<file path="src/rtl/tcw_pkg.sv">
package tcw_pkg;

    localparam int ROWS_DEFAULT = 25;
    localparam int COLS_DEFAULT = 80;

    localparam int FUNC_W = 2;
    localparam int CHAR_W = 8;
    localparam int ATTR_W = 8;
    localparam int ROW_W  = 5;
    localparam int COL_W  = 7;

    localparam logic [FUNC_W-1:0] FUNC_PRINT = 2'd0;
    localparam logic [FUNC_W-1:0] FUNC_CLEAR = 2'd1;
    localparam logic [FUNC_W-1:0] FUNC_READ  = 2'd2;

    localparam logic [CHAR_W-1:0] BLANK_CHAR   = 8'h20;
    localparam logic [CHAR_W-1:0] NEWLINE_CHAR = 8'h0A;
    localparam logic [ATTR_W-1:0] RESET_ATTR   = 8'h0F;

    typedef struct packed {
        logic load_item;
        logic print;
        logic rd_issue;
        logic cap_cell;
        logic cnt_clr;
        logic fill_run;
        logic fill_rst_attr;
        logic scroll_run;
        logic home;
        logic load_out;
    } t_cmd;

    typedef struct packed {
        logic [FUNC_W-1:0] func;
        logic              will_scroll;
        logic              rd_in_range;
        logic              fill_last;
        logic              scroll_last;
        logic              out_free;
    } t_stat;

endpackage

</file>
<file path="src/rtl/tcw_ctrl.sv">
module tcw_ctrl import tcw_pkg::*; (
    input  logic  i_clk,
    input  logic  i_rst_n,
    input  logic  i_valid,
    output logic  o_ready,
    input  t_stat i_stat,
    output t_cmd  o_cmd
);

    typedef enum logic [2:0] {
        S_INIT,
        S_IDLE,
        S_DECODE,
        S_READ,
        S_CLEAR,
        S_SCROLL,
        S_FINISH
    } t_state;

    t_state r_state;
    t_state n_state;
    logic   r_ready;
    logic   n_ready;

    always_comb begin
        o_cmd   = '0;
        n_state = r_state;
        unique case (r_state)
            S_INIT: begin
                o_cmd.fill_run      = 1'b1;
                o_cmd.fill_rst_attr = 1'b1;
                if (i_stat.fill_last) begin
                    n_state = S_IDLE;
                end
            end
            S_IDLE: begin
                if (i_valid && r_ready) begin
                    o_cmd.load_item = 1'b1;
                    n_state         = S_DECODE;
                end
            end
            S_DECODE: begin
                unique case (i_stat.func)
                    FUNC_PRINT: begin
                        o_cmd.print   = 1'b1;
                        o_cmd.cnt_clr = 1'b1;
                        n_state       = i_stat.will_scroll ? S_SCROLL : S_FINISH;
                    end
                    FUNC_CLEAR: begin
                        o_cmd.cnt_clr = 1'b1;
                        o_cmd.home    = 1'b1;
                        n_state       = S_CLEAR;
                    end
                    FUNC_READ: begin
                        o_cmd.rd_issue = i_stat.rd_in_range;
                        n_state        = i_stat.rd_in_range ? S_READ : S_FINISH;
                    end
                    default: begin
                        n_state = S_FINISH;
                    end
                endcase
            end
            S_READ: begin
                o_cmd.cap_cell = 1'b1;
                n_state        = S_FINISH;
            end
            S_CLEAR: begin
                o_cmd.fill_run = 1'b1;
                if (i_stat.fill_last) begin
                    n_state = S_FINISH;
                end
            end
            S_SCROLL: begin
                o_cmd.scroll_run = 1'b1;
                if (i_stat.scroll_last) begin
                    n_state = S_FINISH;
                end
            end
            S_FINISH: begin
                if (i_stat.out_free) begin
                    o_cmd.load_out = 1'b1;
                    n_state        = S_IDLE;
                end
            end
            default: begin
                n_state = S_INIT;
            end
        endcase
        n_ready = (n_state == S_IDLE);
    end

    always_ff @(posedge i_clk) begin
        if (!i_rst_n) begin
            r_state <= S_INIT;
            r_ready <= 1'b0;
        end else begin
            r_state <= n_state;
            r_ready <= n_ready;
        end
    end

    assign o_ready = r_ready;

endmodule

</file>
<file path="config.mk">
export PLATFORM = sky130hd
export DESIGN_NAME = tcw_ctrl
export DESIGN_NICKNAME = d
export VERILOG_FILES = /design/src/rtl/tcw_pkg.sv /design/src/rtl/tcw_ctrl.sv
export SDC_FILE = /design/constraint.sdc
export NUM_CORES = 1
export LEC_CHECK = 0
export BUFFER_PORTS_ARGS = -buffer_cell sky130_fd_sc_hd__buf_4
export CAP_MARGIN = 10
export CORE_AREA = 3 3 40 42
export CTS_BUF_LIST = sky130_fd_sc_hd__clkbuf_8
export DETAILED_ROUTE_END_ITERATION = 10
export DIE_AREA = 0 0 43 45
export PLACE_DENSITY = 0.58
export REMOVE_ABC_BUFFERS = 1
export SLEW_MARGIN = 25
export SYNTH_ARGS = -nofsm -noshare
export SYNTH_HDL_FRONTEND = slang
export SYNTH_SLANG_ARGS = --single-unit
</file>
<file path="constraint.sdc">
create_clock -name i_clk -period 1.4 [get_ports i_clk]
set_clock_uncertainty 0.15 [all_clocks]
set_input_delay 0.21 -clock i_clk [delete_from_list [all_inputs] [get_ports i_clk]]
set_output_delay 0.21 -clock i_clk [all_outputs]
set_load 0.01 [all_outputs]
</file>
==> summary.md <==
| Metric | Value |
|---|---|
| #FFs+latches synth | 4 |
| Routed wire length | approximately 1400 um |
| Reg2reg start | r_state[2] |
| TNS Setup | -1.142 ns |
| HP Class | in -> reg |
| Min-delay src | i_rst_n |
| Row cnt | 13 |
| Post-Syn Area | approximately 370 um^2 |
| Clk pwr share | 36.0% |
| Sw frac | a little under a third |
| Worst Setup Path Type | reg -> out |
| Gate power share | about 44% |
| P_leak | 0.3616 nW |
| PwrDens | between 800 and 900 nW/um^2 |
| Worst setup margin | -0.1838 ns |
| First-pass GRT wire length | about 2200 um |
| CTS tree | built |
| Placed cells | 88 |
| Outcome | complete, but fails checks |
| Worst Setup SP | r_state[0] |
| Switching power | roughly 0.22 mW |
| Post-route core utilization | 64.95% |
| Layout cells sized above 1 | 71.08% |
| DR vias | roughly 500 |
| Most common library cells after synthesis | nor2_1 (6), dfxtp_1 (4), nand2b_1 (4) |
| Non-filler cells, final | 98 |
| Worst skew pair latency | about 0.22 ns |
| Primary FF master, synth | dfxtp_1 |
| Routability cong. | 0.7205 |
| CTS HTree Levels | 1 |
| Seq pwr share | 20.2% |
| Avg Cell Area, Syn | slightly above 8 um^2 |
| Post-Synthesis Cells | between 40 and 50 |
| Crit. End Element | output pin |
| Port bufs | 20 |
| Die H | 45 um |
| Hold Path Depth | 3 |
| Ant. Diodes | 0 |
| Synth Warn # | 0 |
| Initial DRC Count | 3 |
| DR DRC count | 0 |
| Internal | 0.4831 mW |
| Routed WL per cell | about 15 um |
| Initial core utilization | roughly 29% |
| Number of global-route vias before repair | 508 |
| Tightest Pin Transition | 0.3209 ns |
| Mux cell area share after synthesis | 2.703% |
| Core footprint | 1285 um^2 |
| Pre-antenna DRT Iters | 4 |
| Crit path DAT | 1.22 ns |
| Final min period | 1.584 ns |
| Main combinational cell family by area after synthesis | simple AND/OR/NAND/NOR gates |
| Initial antenna violation count | 0 |
| Hold_ws | 0.2000 ns |
| Ys async rst share | 0% |
| Startpoint Class | register |
| CP required | 1.04 ns |
| NumNets Final | 95 |
| FILL cells | 106 |
| Complex-gate fraction of the synthesized area | 24.66% |
| Post-synth EDFFs | 0 |
| Die ar. | roughly 1900 um^2 |
| Global Route Usage Sum | 16.47% |
| # setup viols final | 14 |
| Most common cell in the netlist | nor2_1 |
| Worst-path clk slew | 0.04 ns |
| Area delta synth->final | 125.3% |
| Top-area cell type share of the netlist area | 21.62% |
| RSZ-0062 raised after global routing | true |
| Failing checks | negative setup slack |
| DP HPWL | 860.3 um |
| Adder-Cell Fraction of Synth Area | 0% |
| Maxcap violations | 0 |
| Worst IR drop on VDD | 0.6219 mV |
| Number of buffers created by CTS | 3 |
| Final slew viol count | 0 |
| R2R cell count | 4 |
| Io pins | 21 |
| Largest net degree at the start of global routing | 8 |
| Antenna Nets Post-Route | 0 |
| Root buffer cell | clkbuf_8 |
| Fin crit share | 113.1% |
| Tot Pwr | 0.6983 mW |
| Achievable Freq | 631.4 MHz |
| Seq/Total Area, Yosys | 21.62% |
| Sequential cell area | 91.34 um^2 |
| Area of the multi-input gates | around 350 um^2 |
| Max-slew headroom | 78.38% |
| Simple-gate portion of the synthesized area | between 40 and 50% |
| Xor and xnor area share after synthesis | 0% |
| Overflow after GRT | 0 |
| Worst-path fanout max | 4 |
| Post-CTS Hold Buffers | 0 |
| Yosys top cell by area | dfxtp_1 |
| Final Hold Fails | 0 |
| Via density | 5.031 |
| Die Span X | 43 um |
| Clk sinks | 4 |
| Worst-case clock buffer depth | 2 |
| Synth area leaders | dfxtp_1 (22%), a2111oi_4 (7.4%), nand2b_1 (6.8%) |
| Netlist cell types | 27 |
==> area by class of cell <==
type	count	share of cell area, %
sequential	4	10.94
tap	15	2.249
inverter	1	0.4498
clock buffer	3	4.948
multi-input combinational	37	41.68
timing repair buffer	38	39.73
==> logic make-up after synthesis <==
group | after synthesis
AOI/OAI and AO/OA | 10
buffers and inverters | 4
DFF | 4
muxes | 1
and+or+nand+nor | 26
==> metrics by stage <==
step,area [um^2],setup WS [ns]
finish,834.6,-0.1838
global route,834.6,-0.2506
CTS,777.0,-0.1534
detailed placement,613.1,-0.1119
global placement,613.1,-0.1090
floorplan,349.1,-0.04995
==> registers in the layout (all words and copies together), names as in the netlist <==
signal	count
r_state	3
o_ready	1
==> worst paths after layout <==
check / to / slack [ns]
max reg2reg: o_ready / -0.09
min: r_state[0] / 0.20
min reg2reg: r_state[1] / 0.57
max: o_cmd[8] / -0.18
==> power groups by stage <==
stage | combinational, mW | clock, mW | sequential, mW
after floorplan | 0.0849 | 0 | 0.152
after global placement | 0.210 | 0 | 0.146
after detailed placement | 0.210 | 0 | 0.147
final | 0.306 | 0.251 | 0.141
after global routing | 0.326 | 0.272 | 0.141
after CTS | 0.265 | 0.260 | 0.140
==> timing repair <==
| action | 4_1_cts | 5_1_grt |
|---|---|---|
| resized for setup | 23 | 8 |
| buffers inserted | 5 | 2 |
| gates cloned | 0 | 0 |
| setup endpoints to repair | 14 | 14 |
| pin swaps | 7 | 5 |
| hold endpoints to repair | 0 | 0 |
==> worst max-delay path, stage by stage (launching register included) <==
cell and delay [ns]:
dfxtp_4 0.35, buf_12 0.12, buf_8 0.12, nor4_4 0.25, buf_4 0.16
==> routing by layer <==
layer	wire length, um	track usage [%]	vias to the layer above
li1	-	-	244
met1	503	14.90	228
met2	808	31.74	16
met3	77	3.586	5
met4	37	12.65	0
met5	0	0	-
==> cells in the final DEF (no fill, tap or decap), types with 2 or more instances in the layout <==
cell type,n
clkbuf_8,3
nor4_4,2
dfxtp_4,3
nand2b_1,2
a21oi_1,3
nor2_2,2
nand3_1,2
nor2_1,4
buf_4,29
buf_6,7
nand2_1,2
nand2b_4,2
Note: power is estimated with default switching activity, not from simulation.
